===== src/sv/pic_pkg.sv =====
`timescale 1ns / 1ps
`default_nettype none

package pic_pkg;

   // Register map holds two 32-bit halves for the pending, edge and enable bit vectors
   localparam int MapBits = 64;

   // Bus function codes
   localparam logic [1:0] FUNC_NONE  = 2'd0;
   localparam logic [1:0] FUNC_READ  = 2'd1;
   localparam logic [1:0] FUNC_WRITE = 2'd2;

   // Register map as word indexes (byte offset >> 2)
   localparam logic [7:0] WORD_PEND_LO = 8'h00;
   localparam logic [7:0] WORD_PEND_HI = 8'h01;
   localparam logic [7:0] WORD_EDGE_LO = 8'h02;
   localparam logic [7:0] WORD_EDGE_HI = 8'h03;
   localparam logic [7:0] WORD_PRIO    = 8'h04;
   localparam logic [7:0] WORD_EN_LO   = 8'h80;
   localparam logic [7:0] WORD_EN_HI   = 8'h81;
   localparam logic [7:0] WORD_THRESH  = 8'h82;
   localparam logic [7:0] WORD_CLAIM   = 8'h83;
   localparam logic [7:0] WORD_SOFT    = 8'h84;

   typedef struct packed {
      logic [MapBits-1:0] source_levels;
      logic [31:0]        write_data;
      logic [9:0]         addr;
      logic [1:0]         func;
   } req_item_type;

endpackage

`default_nettype wire


===== src/sv/platform_interrupt_controller.sv =====
`timescale 1ns / 1ps
`default_nettype none

// Channel  Dir  Width  Contents (lowest bit first)
// req_     in   112    func[1:0], addr[11:2], write_data[43:12], source_levels[107:44]
// rsp_     out  40     read_data[31:0], irq_line[32], soft_irq[33], zero fill
//
// One item per clock sustained while rsp_tready is high; each item is held in the input register and
// its result then sits in the output register.
// Claim selection is a combinational tree over all sources (log2 NUM_SOURCES levels of
// priority compares); it sets the clock limit together with the gateway update.
// Synchronous reset clears all controller state and both valid flags.
// A stalled result holds the input register; req_tready follows rsp_tready combinationally.
module platform_interrupt_controller
   import pic_pkg::*;
#(
   parameter int NUM_SOURCES  = 64,
   parameter int MAX_PRIORITY = 7
) (
   input  wire logic         clock,
   input  wire logic         reset,
   input  wire logic         req_tvalid,
   output logic              req_tready,
   input  wire logic [111:0] req_tdata,  // func, addr, write_data, source_levels
   output logic              rsp_tvalid,
   input  wire logic         rsp_tready,
   output logic [39:0]       rsp_tdata   // read_data, irq_line, soft_irq
);

   localparam int IdW    = (NUM_SOURCES > 2) ? $clog2(NUM_SOURCES) : 1;
   localparam int PrioW  = (MAX_PRIORITY > 1) ? $clog2(MAX_PRIORITY + 1) : 1;
   localparam int Leaves = 1 << IdW;
   localparam int Nodes  = 2 * Leaves - 1;
   localparam logic [NUM_SOURCES-1:0] SrcMask = {{(NUM_SOURCES-1){1'b1}}, 1'b0};
   localparam logic [7:0] PrioEnd = 8'(4 + NUM_SOURCES);
   localparam logic [31:0] MaxPrio = 32'(MAX_PRIORITY);

   // pipeline control
   logic         s1_vld_ff;
   req_item_type s1_ff;
   logic         rsp_vld_ff;
   logic [31:0]  rdata_ff;
   logic         out_free;
   logic         fire;

   // controller state
   logic [NUM_SOURCES-1:0] pend_ff, clm_ff, edge_ff, en_ff, prev_ff;
   logic [PrioW-1:0]       prio_ff [NUM_SOURCES];
   logic [PrioW-1:0]       thr_ff;
   logic                   soft_ff;

   // next values
   logic [NUM_SOURCES-1:0] pend_in, clm_in, edge_in, en_in, req_bits;
   logic [PrioW-1:0]       thr_in;
   logic                   soft_in;
   logic [31:0]            rdata_in;

   logic [7:0]        word;
   logic [7:0]        prio_n;
   logic              prio_hit;
   logic [IdW-1:0]    prio_idx;
   logic              is_rd, is_wr;
   logic [PrioW-1:0]  wr_prio;
   logic [MapBits-1:0] pend64, edge64, en64;
   logic [MapBits-1:0] wr_lo64, wr_hi64;
   logic [NUM_SOURCES-1:0] levels;
   logic [NUM_SOURCES-1:0] gt_bits;
   logic              irq;

   // claim tree (heap order, leaves at Leaves-1 .. Nodes-1)
   logic             node_vld  [Nodes];
   logic [PrioW-1:0] node_prio [Nodes];
   logic [IdW-1:0]   node_id   [Nodes];
   logic             sel_vld;
   logic [IdW-1:0]   sel_id;

   assign out_free   = !rsp_vld_ff || rsp_tready;
   assign req_tready = !s1_vld_ff || out_free;
   assign fire       = s1_vld_ff && out_free;

   assign word     = s1_ff.addr[9:2];
   assign prio_n   = word - WORD_PRIO;
   assign prio_hit = (word >= WORD_PRIO) && (word < PrioEnd);
   assign prio_idx = prio_n[IdW-1:0];
   assign is_rd    = (s1_ff.func == FUNC_READ);
   assign is_wr    = (s1_ff.func == FUNC_WRITE);
   assign wr_prio  = (s1_ff.write_data > MaxPrio) ? PrioW'(MAX_PRIORITY)
                                                  : s1_ff.write_data[PrioW-1:0];
   assign pend64   = MapBits'(pend_ff);
   assign edge64   = MapBits'(edge_ff);
   assign en64     = MapBits'(en_ff);
   assign levels   = s1_ff.source_levels[NUM_SOURCES-1:0];

   genvar gi;
   generate
      for (gi = 0; gi < Leaves; gi++) begin : g_leaf
         if (gi < NUM_SOURCES) begin : g_src
            assign node_vld[Leaves-1+gi]  = pend_ff[gi] && en_ff[gi] && (prio_ff[gi] > thr_ff);
            assign node_prio[Leaves-1+gi] = prio_ff[gi];
         end else begin : g_pad
            assign node_vld[Leaves-1+gi]  = 1'b0;
            assign node_prio[Leaves-1+gi] = '0;
         end
         assign node_id[Leaves-1+gi] = IdW'(gi);
      end
      // lower ID on the left child wins ties
      for (gi = 0; gi < Leaves - 1; gi++) begin : g_node
         logic take_r;
         assign take_r = node_vld[2*gi+2] &&
                         (!node_vld[2*gi+1] || (node_prio[2*gi+2] > node_prio[2*gi+1]));
         assign node_vld[gi]  = node_vld[2*gi+1] || node_vld[2*gi+2];
         assign node_prio[gi] = take_r ? node_prio[2*gi+2] : node_prio[2*gi+1];
         assign node_id[gi]   = take_r ? node_id[2*gi+2] : node_id[2*gi+1];
      end
      for (gi = 0; gi < NUM_SOURCES; gi++) begin : g_gt
         assign gt_bits[gi] = prio_ff[gi] > thr_ff;
      end
   endgenerate

   assign sel_vld = node_vld[0];
   assign sel_id  = node_id[0];

   // state holds the effect of the item now in the output register
   assign irq = |(pend_ff & en_ff & gt_bits);

   always_comb begin
      wr_lo64  = {edge64[63:32], s1_ff.write_data};
      wr_hi64  = {s1_ff.write_data, edge64[31:0]};
      pend_in  = pend_ff;
      clm_in   = clm_ff;
      edge_in  = edge_ff;
      en_in    = en_ff;
      thr_in   = thr_ff;
      soft_in  = soft_ff;
      rdata_in = '0;
      if (is_rd) begin
         case (word)
            WORD_PEND_LO: rdata_in = pend64[31:0];
            WORD_PEND_HI: rdata_in = pend64[63:32];
            WORD_EDGE_LO: rdata_in = edge64[31:0];
            WORD_EDGE_HI: rdata_in = edge64[63:32];
            WORD_EN_LO:   rdata_in = en64[31:0];
            WORD_EN_HI:   rdata_in = en64[63:32];
            WORD_THRESH:  rdata_in = 32'(thr_ff);
            WORD_CLAIM: begin
               if (sel_vld) begin
                  pend_in[sel_id] = 1'b0;
                  clm_in[sel_id]  = 1'b1;
                  rdata_in        = 32'(sel_id);
               end
            end
            WORD_SOFT:    rdata_in = {31'd0, soft_ff};
            default: begin
               if (prio_hit && prio_n != 8'd0) begin
                  rdata_in = 32'(prio_ff[prio_idx]);
               end
            end
         endcase
      end else if (is_wr) begin
         case (word)
            WORD_EDGE_LO: edge_in = NUM_SOURCES'(wr_lo64) & SrcMask;
            WORD_EDGE_HI: edge_in = NUM_SOURCES'(wr_hi64) & SrcMask;
            WORD_EN_LO:   en_in = NUM_SOURCES'({en64[63:32], s1_ff.write_data}) & SrcMask;
            WORD_EN_HI:   en_in = NUM_SOURCES'({s1_ff.write_data, en64[31:0]}) & SrcMask;
            WORD_THRESH:  thr_in = wr_prio;
            WORD_CLAIM: begin
               // complete only an enabled, valid source ID
               if (s1_ff.write_data != 32'd0 && s1_ff.write_data < 32'(NUM_SOURCES)) begin
                  if (en_ff[s1_ff.write_data[IdW-1:0]]) begin
                     clm_in[s1_ff.write_data[IdW-1:0]] = 1'b0;
                  end
               end
            end
            WORD_SOFT:    soft_in = s1_ff.write_data[0];
            default:      ;
         endcase
      end
      // gateways see the state after the bus access
      req_bits = ((edge_in & levels & ~prev_ff) | (~edge_in & levels))
                 & SrcMask & ~pend_in & ~clm_in;
      pend_in  = pend_in | req_bits;
   end

   always_ff @(posedge clock) begin
      if (reset) begin
         s1_vld_ff  <= 1'b0;
         rsp_vld_ff <= 1'b0;
         pend_ff    <= '0;
         clm_ff     <= '0;
         edge_ff    <= '0;
         en_ff      <= '0;
         prev_ff    <= '0;
         thr_ff     <= '0;
         soft_ff    <= 1'b0;
         for (int i = 0; i < NUM_SOURCES; i++) begin
            prio_ff[i] <= '0;
         end
      end else begin
         if (req_tready) begin
            s1_vld_ff <= req_tvalid;
         end
         if (fire) begin
            rsp_vld_ff <= 1'b1;
            pend_ff    <= pend_in;
            clm_ff     <= clm_in;
            edge_ff    <= edge_in;
            en_ff      <= en_in;
            prev_ff    <= levels;
            thr_ff     <= thr_in;
            soft_ff    <= soft_in;
            if (is_wr && prio_hit && prio_n != 8'd0) begin
               prio_ff[prio_idx] <= wr_prio;
            end
         end else if (rsp_tready) begin
            rsp_vld_ff <= 1'b0;
         end
      end
   end

   always_ff @(posedge clock) begin
      if (req_tvalid && req_tready) begin
         s1_ff <= req_item_type'(req_tdata[107:0]);
      end
      if (fire) begin
         rdata_ff <= rdata_in;
      end
   end

   assign rsp_tvalid = rsp_vld_ff;
   assign rsp_tdata  = {6'd0, soft_ff, irq, rdata_ff};

   // a source is never pending and claimed at once
   a_pend_clm_excl: assert property (@(posedge clock) disable iff (reset)
      (pend_ff & clm_ff) == '0)
      else $error("source both pending and claimed");

   // source zero never takes part
   a_src_zero: assert property (@(posedge clock) disable iff (reset)
      !pend_ff[0] && !clm_ff[0] && !en_ff[0] && !edge_ff[0])
      else $error("source zero bit set");

   // a granted claim marks the source claimed
   a_claim_marks: assert property (@(posedge clock) disable iff (reset)
      fire && is_rd && word == WORD_CLAIM && sel_vld |=> clm_ff[$past(sel_id)])
      else $error("claimed source not marked");

   // irq implies an enabled pending source
   a_irq_cause: assert property (@(posedge clock) disable iff (reset)
      irq |-> (pend_ff & en_ff) != '0)
      else $error("irq without enabled pending source");

   a_thr_range: assert property (@(posedge clock) disable iff (reset)
      32'(thr_ff) <= MaxPrio)
      else $error("threshold above maximum priority");

endmodule

`default_nettype wire


===== config.mk =====
export PLATFORM = sky130hd
export DESIGN_NAME = platform_interrupt_controller
export DESIGN_NICKNAME = d
export VERILOG_FILES = /design/src/sv/pic_pkg.sv /design/src/sv/platform_interrupt_controller.sv
export SDC_FILE = /design/constraint.sdc
export NUM_CORES = 2
export LEC_CHECK = 0
export ABC_CLOCK_PERIOD_IN_PS = 18210
export CAP_MARGIN = 20
export CORE_UTILIZATION = 39
export DETAILED_ROUTE_END_ITERATION = 10
export DONT_BUFFER_PORTS = 1
export SLEW_MARGIN = 20
export SYNTH_ARGS = -nofsm -noshare
export SYNTH_HDL_FRONTEND = slang
export SYNTH_SLANG_ARGS = --single-unit

===== constraint.sdc =====
create_clock -name clock -period 18.21 [get_ports clock]
set_input_delay 1.821 -clock clock [delete_from_list [all_inputs] [get_ports clock]]
set_output_delay 1.821 -clock clock [all_outputs]
set_load 0.03 [all_outputs]

# After elaboration in Yosys (flattened, before gate mapping)

Memory sizes are Yosys's and may differ from the RTL's.
Cells that the tools add are included.

Register bits after elaboration: 466
RAM bits: 192
Bits of input ports: 116
Output and inout bits: 42
Memories: 1

Add/sub/neg operators: 1
Magnitude comparators: 135
Eq/ne operators: 10
Mux-type cells: 160
Bitwise operators: 21
Reductions and logical operators: 405

Memories:

| memory  | depth | width | rd ports | clocked after Yosys merged registers in | wr ports | RTL line                            | RTL |
|---|---|---|---|---|---|---|---|
| prio_ff | 64    | 3     | 65       | 0                                       | 64       | platform_interrupt_controller.sv:48 | `logic [PrioW-1:0] prio_ff [NUM_SOURCES];` |

Operator list:

| cell                                                                              | number |
|---|---|
| 64-bit two-way mux                                                                | 12 |
| 64-bit bitwise AND                                                                | 9 |
| 64-bit inverter                                                                   | 6 |
| 3-bit greater-than comparator                                                     | 127 |
| 32-bit one-hot mux with 9 select lines                                            | 1 |
| 64-bit one-hot mux with 2 select lines                                            | 2 |
| 1-bit logical AND                                                                 | 200 |
| 6-bit two-way mux                                                                 | 33 |
| 3-bit two-way mux                                                                 | 65 |
| 64-bit bitwise OR                                                                 | 3 |
| 1-bit logical OR                                                                  | 128 |
| 1-bit logical NOT                                                                 | 65 |
| 64-bit OR reduction                                                               | 1 |
| 1-bit two-way mux                                                                 | 44 |
| 8-bit equality test (second input constant)                                       | 5 |
| 32-bit by 3-bit greater-than comparator with 1-bit output (second input constant) | 1 |
| 32-bit by 7-bit < comparator with 1-bit output (second input constant)            | 1 |
| 32-bit nonzero test                                                               | 1 |
| 8-bit by 2-bit equality test with 1-bit output (second input constant)            | 2 |
| 6-bit by 7-bit < comparator with 1-bit output (second input constant)             | 2 |
| 1-bit demux with 6-bit select                                                     | 2 |
| 6-bit by 1-bit >= comparator with 1-bit output (second input constant)            | 2 |
| 4-bit AND reduction                                                               | 3 |
| 5-bit AND reduction                                                               | 2 |
| 12 further kinds                                                                  | 15 |

# Depth between registers and ports, before layout

An unclocked memory read counts as a cell.

Word-level depth: 40
Gate-level depth with buffers: 61

# Least setup slack after synthesis

OpenSTA, ideal clock, no wires.

Path kind: reg-to-reg
From: register thr_ff[0]
To: register clm_ff[14]
Setup time: 0.076 ns
Arrival: 11.331 ns
Required time: 18.134 ns
Setup slack: 6.803 ns
Stages on the path, launching flop included: 48
Buffers on the path: 3
Cells stage by stage: dfxtp_1 -> ha_1 -> and3_1 -> a211oi_1 -> o21a_1 -> o211ai_1 -> ha_1 -> nor2b_1 -> o21ai_0 -> a32oi_1 -> o22ai_2 -> mux2i_1 -> inv_1 -> ha_1 -> or2_2 -> maj3_1 -> maj3_2 -> a21oi_2 -> [12 not listed] -> a21oi_1 -> a31oi_1 -> o21ai_1 -> mux2i_1 -> ha_1 -> nor2b_1 -> o21a_1 -> o21ai_0 -> o41ai_4 -> and3_1 -> buf_6 -> o31ai_2 -> a2bb2oi_2 -> o32ai_2 -> a311o_4 -> or3_1 -> buf_6 -> o22ai_2

Word-level cells in the longest chain between the ends: 34
Elaborated cells between the ends (all ways): 545
Those cells by class: order compare (97); mux (130); bitwise (1); reduce/logical (317)

RTL lines:

| item                                                                                                                                         | RTL line                             | RTL |
|---|---|---|
| from (decl)                                                                                                                                  | platform_interrupt_controller.sv:49  | `logic [PrioW-1:0] thr_ff;` |
| from (signal assigned)                                                                                                                       | platform_interrupt_controller.sv:209 | `thr_ff <= thr_in;` |
| 3-bit greater-than comparator                                                                                                                | platform_interrupt_controller.sv:98  | `assign node_vld[Leaves-1+gi] = pend_ff[gi] && en_ff[gi] && (prio_ff[gi] > thr_ff);` |
| 1-bit logical AND                                                                                                                            | platform_interrupt_controller.sv:98  |  |
| 1-bit logical NOT                                                                                                                            | platform_interrupt_controller.sv:110 | `(!node_vld[2*gi+1] \|\| (node_prio[2*gi+2] > node_prio[2*gi+1]));` |
| 1-bit logical OR                                                                                                                             | platform_interrupt_controller.sv:110 |  |
| 1-bit logical AND                                                                                                                            | platform_interrupt_controller.sv:109 | `assign take_r = node_vld[2*gi+2] &&` |
| 3-bit two-way mux                                                                                                                            | platform_interrupt_controller.sv:112 | `assign node_prio[gi] = take_r ? node_prio[2*gi+2] : node_prio[2*gi+1];` |
| 3-bit greater-than comparator                                                                                                                | platform_interrupt_controller.sv:110 |  |
| 1-bit logical OR                                                                                                                             | platform_interrupt_controller.sv:110 |  |
| [18 not listed]                                                                                                                              | -                                    |  |
| 6-bit by 7-bit < comparator with 1-bit output (not written as such) / 6-bit by 1-bit >= comparator with 1-bit output (equally long branches) | platform_interrupt_controller.sv:148 | `clm_in[sel_id] = 1'b1;` |
| 1-bit logical AND (not written as such)                                                                                                      | platform_interrupt_controller.sv:148 |  |
| 1-bit two-way mux (not written as such)                                                                                                      | platform_interrupt_controller.sv:148 |  |
| 1-bit demux with 6-bit select                                                                                                                | platform_interrupt_controller.sv:148 |  |
| 64-bit bitwise OR (no line)                                                                                                                  | -                                    |  |
| 64-bit two-way mux (*)                                                                                                                       | platform_interrupt_controller.sv:146 | `if (sel_vld) begin` |
| 64-bit two-way mux (*)                                                                                                                       | platform_interrupt_controller.sv:137 | `case (word)` |
| 64-bit two-way mux (*)                                                                                                                       | platform_interrupt_controller.sv:136 | `if (is_rd) begin` |
| to (signal assigned)                                                                                                                         | platform_interrupt_controller.sv:205 | `clm_ff <= clm_in;` |
| to (decl)                                                                                                                                    | platform_interrupt_controller.sv:47  | `logic [NUM_SOURCES-1:0] pend_ff, clm_ff, edge_ff, en_ff, prev_ff;` |

Mark *: on every way between the ends. The rest lies on a longest branch, timed or not.
A chain may end at the register's enable or synchronous reset.

# Worst setup path after layout

From: register thr_ff[1]
To: register pend_ff[16], in the netlist pend64[16]

Word-level cells in the longest chain between the ends: 39
Elaborated cells between the ends (all ways): 555
Those cells by class: order compare (97); mux (133); bitwise (8); reduce/logical (317)

RTL lines:

| item                             | RTL line                             | RTL |
|---|---|---|
| 3-bit greater-than comparator    | platform_interrupt_controller.sv:98  |  |
| 1-bit logical AND                | platform_interrupt_controller.sv:98  |  |
| 1-bit logical NOT                | platform_interrupt_controller.sv:110 |  |
| 1-bit logical OR                 | platform_interrupt_controller.sv:110 |  |
| 1-bit logical AND                | platform_interrupt_controller.sv:109 |  |
| 3-bit two-way mux                | platform_interrupt_controller.sv:112 |  |
| 3-bit greater-than comparator    | platform_interrupt_controller.sv:110 |  |
| 1-bit logical OR                 | platform_interrupt_controller.sv:110 |  |
| [22 not listed]                  | -                                    |  |
| 64-bit inverter (no line)        | -                                    |  |
| 64-bit bitwise AND (no line)     | -                                    |  |
| 64-bit two-way mux               | platform_interrupt_controller.sv:146 |  |
| 64-bit two-way mux               | platform_interrupt_controller.sv:137 |  |
| 64-bit two-way mux               | platform_interrupt_controller.sv:136 |  |
| 64-bit inverter                  | platform_interrupt_controller.sv:180 | `& SrcMask & ~pend_in & ~clm_in;` |
| 64-bit bitwise AND (2 in series) | platform_interrupt_controller.sv:180 |  |
| 64-bit bitwise OR (*)            | platform_interrupt_controller.sv:181 | `pend_in = pend_in \| req_bits;` |
| to (signal assigned)             | platform_interrupt_controller.sv:204 | `pend_ff <= pend_in;` |
| to (decl)                        | platform_interrupt_controller.sv:47  |  |

Marks and branches as above.

==> impl_metrics.ini <==
[timing]
rsz0062_at_grt = no
tns_ns = 0
worst_slew_pin_slew_ns = 1.60
relSlewSlack_pct = -6.38
finalSetupViolations = 0
hold_viol_final = 0
period_share_pct = 79.4
final.setup.worst_slack_ns = 3.75
period_needed_ns = 14.46
fin_worst_skew_ns = 0.0426
fmax_mhz = 69.2
maxSlewViolCount = 120

[die]
die-area_um2 = 108000
core_area_um2 = 105000
die_w_um = 328
rows = 119
ios = 158
start_util_pct = 39.4
die_y_um = 328

[layout]
layout_commonest_cell = nand2_1
nets = 4953
mostFrequentLayoutCells = nand2_1 (661), a21oi_1 (409), nor2_1 (385)
fillCellCount = 10300
fin_util_pct = 43.1
design_area_um2 = 45400
drive_above_1_share_pct = 9.63
multi_input_area_um2 = 23400
instances_no_fill = 5931
area_delta_synth_final_pct = 9.49
regArea_um2 = 16300

[grt]
grt_pass1_vias = 34100
antenna_found_initial = 7
grt.total_usage_pct = 27.7
grt_start_max_net_pins = 315
grt_overflow = 0
grt_pass1_wl_um = 223000

[drt]
drt_pass1_iterations = 6
drc_errors = 0
dr.first_iter.drc_count = 4852
ant_nets = 0
num_vias = 36700
routed_wl_um = 152000
drt-vias-per-instance = 6.19
wl_per_cell_um = 25.6

[clock_tree]
cts_hold_buf = 0
h-tree-depth = 3
cts_post_setup_buffers_inserted = 0
root_buffer = clkbuf_16
clockBufferDepth = 3
path_clk_slew_ns = 0.06
clock_latency_ns = 0.66
cts_buffers = 75
cts_resized = 0
clock-sinks = 652
cts_tree = done

[logic_synthesis]
synthCells = 4549
ys_seq_area_share_pct = 39.5
yosysWarningCount = 0
synth_flop_cell = edfxtp_1
synthArstFlopShare_pct = 0
syn_area_um2 = 41400
syn_area_per_cell_um2 = 9.11
synth_seq_cells = 652
synth-edff-count = 329
synth_cell_types = 114

[setup_path]
crit_fanout = 40
worst_path_max_delay_cell = nor2_1
r2r-start = thr_ff[1]$_SDFFE_PP0P_
r2r_slack_ns = 3.75
slowest_delay_ns = 0.84
cp_common_cell = ha_1
startpoint_type = register
cp.arrival_ns = 14.99
worstRegToRegCells = 45
rr_endpoint = pend64[16]$_SDFFE_PP0P_
crit_required_ns = 18.74
crit_type = reg -> reg
crit_path_end_kind = register

[hold_path]
hold_path_class = reg -> reg
hold_depth = 2
whs_endpoint = prev_ff[53]$_SDFFE_PP0P_
hp-start = prev_ff[53]$_SDFFE_PP0P_

[placed_design]
portBuffers = 0
dp_cells = 5792
place_ws_ns = 4.19
place_area_um2 = 42800
dp_hpwl_um = 113000
gp_congestion = 0.958

[power_and_ir_drop]
power.density_nw_per_um2 = 77.0
worst_ir_drop_vdd_mv = 0.0751
leakage_uw = 0.0166

[run]
max_cap_viol_count = 0

[run_status]
status = finished with violations
failed_checks = max-slew violations
-- worst max path at each step --
stage | to | start | slack, ns
global placement | pend64[16]$_SDFFE_PP0P_ | thr_ff[1]$_SDFFE_PP0P_ | 4.24
CTS | pend64[16]$_SDFFE_PP0P_ | thr_ff[1]$_SDFFE_PP0P_ | 4.13
finish | pend64[16]$_SDFFE_PP0P_ | thr_ff[1]$_SDFFE_PP0P_ | 3.75
detailed placement | pend64[16]$_SDFFE_PP0P_ | thr_ff[1]$_SDFFE_PP0P_ | 4.19
floorplan | clm_ff[14]$_SDFFE_PP0P_ | thr_ff[0]$_SDFFE_PP0P_ | 6.80
global route | pend64[25]$_SDFFE_PP0P_ | thr_ff[1]$_SDFFE_PP0P_ | 3.07
-- cells by family after synthesis --
| family | count (synthesis) | share of synthesized area (%) |
|---|---|---|
| and+or+nand+nor | 1494 | 16.0 |
| AOI/OAI and AO/OA | 1340 | 21.2 |
| DFF | 652 | 39.5 |
| buffers and inverters | 458 | 4.32 |
| adders and majority gates | 366 | 11.0 |
| muxes | 234 | 7.91 |
| xor gates and xnor gates | 4 | 0.0846 |
| other | 1 | 0.00905 |
-- critical path: cells and delay by family (launching register included) --
kind / cells / cell delay (ns)
buffers and inverters: 4 / 1.33
multiplexers: 3 / 0.99
flip-flops: 1 / 0.34
AO/OA/AOI/OAI: 19 / 5.47
adder cells (fa/ha/maj): 8 / 2.50
AND/OR/NAND/NOR: 11 / 3.64
-- layout make-up --
type	instances	share of cell area, %
Antenna cell	1	0.00552
Clock buffer	100	4.66
Clock inverter	38	0.952
Inverter	256	2.12
Multi-Input combinational cell	3444	51.6
Sequential cell	652	36.0
Tap cell	1391	3.84
Timing Repair Buffer	49	0.811
-- per-layer routing --
metal / GRT usage [%] / up-vias / share of wire (%)
met4: 11.5 / 8 / 4.5
met2: 42.0 / 1880 / 43
met1: 38.0 / 17800 / 42
li1: - / 16700 / -
met3: 5.81 / 301 / 10
met5: 0 / - / 0.036
-- synthesized netlist by cell type (all sizes together) (12+ instances only) --
cell,n,share of area [%]
a211oi,64,1.3
a21o,36,0.65
a21oi,411,5.0
a221oi,32,0.69
a22oi,95,1.7
a31oi,75,1.1
a32oi,14,0.30
and2,19,0.29
and3,33,0.50
buf,37,0.50
clkbuf,165,1.5
dfxtp,323,16
edfxtp,329,24
ha,359,11
inv,256,2.3
mux2,97,2.6
mux2i,72,1.7
mux4,65,3.5
nand2,666,6.1
nand2b,19,0.29
nand3,141,1.7
nand3b,17,0.31
nand4,19,0.29
nor2,392,3.6
nor2b,70,1.1
nor3,52,0.69
nor4,20,0.37
o211a,15,0.36
o211ai,51,0.95
o21a,63,1.1
o21ai,276,3.4
o21bai,12,0.22
o22ai,52,0.89
o2bb2ai,16,0.34
o311a,16,0.39
or3,15,0.23
-- power by group --
group          switching (uW)  internal [uW]
Combinational             177           98.1
Sequential               64.6           1590
Clock                     656            911
Total                     897           2600
-- through the flow --
step | hold WS, ns | total power [uW]
5_1_grt | 0.467 | 3590
3_5_place_dp | 0.447 | 1950
2_1_floorplan | 0.436 | 1860
3_3_place_gp | 0.442 | 1940
6_report | 0.454 | 3500
4_1_cts | 0.455 | 3500
-- flip-flops by register name, indices dropped and copies added, names as in the netlist, 3 cells and up, named ones only --
signal,count
s1_ff,42
en64,63
thr_ff,3
clm_ff,63
pend64,63
levels,63
prio_ff,192
rdata_ff,32
prev_ff,63
edge64,63
Power figures use the tool's default switching activity.
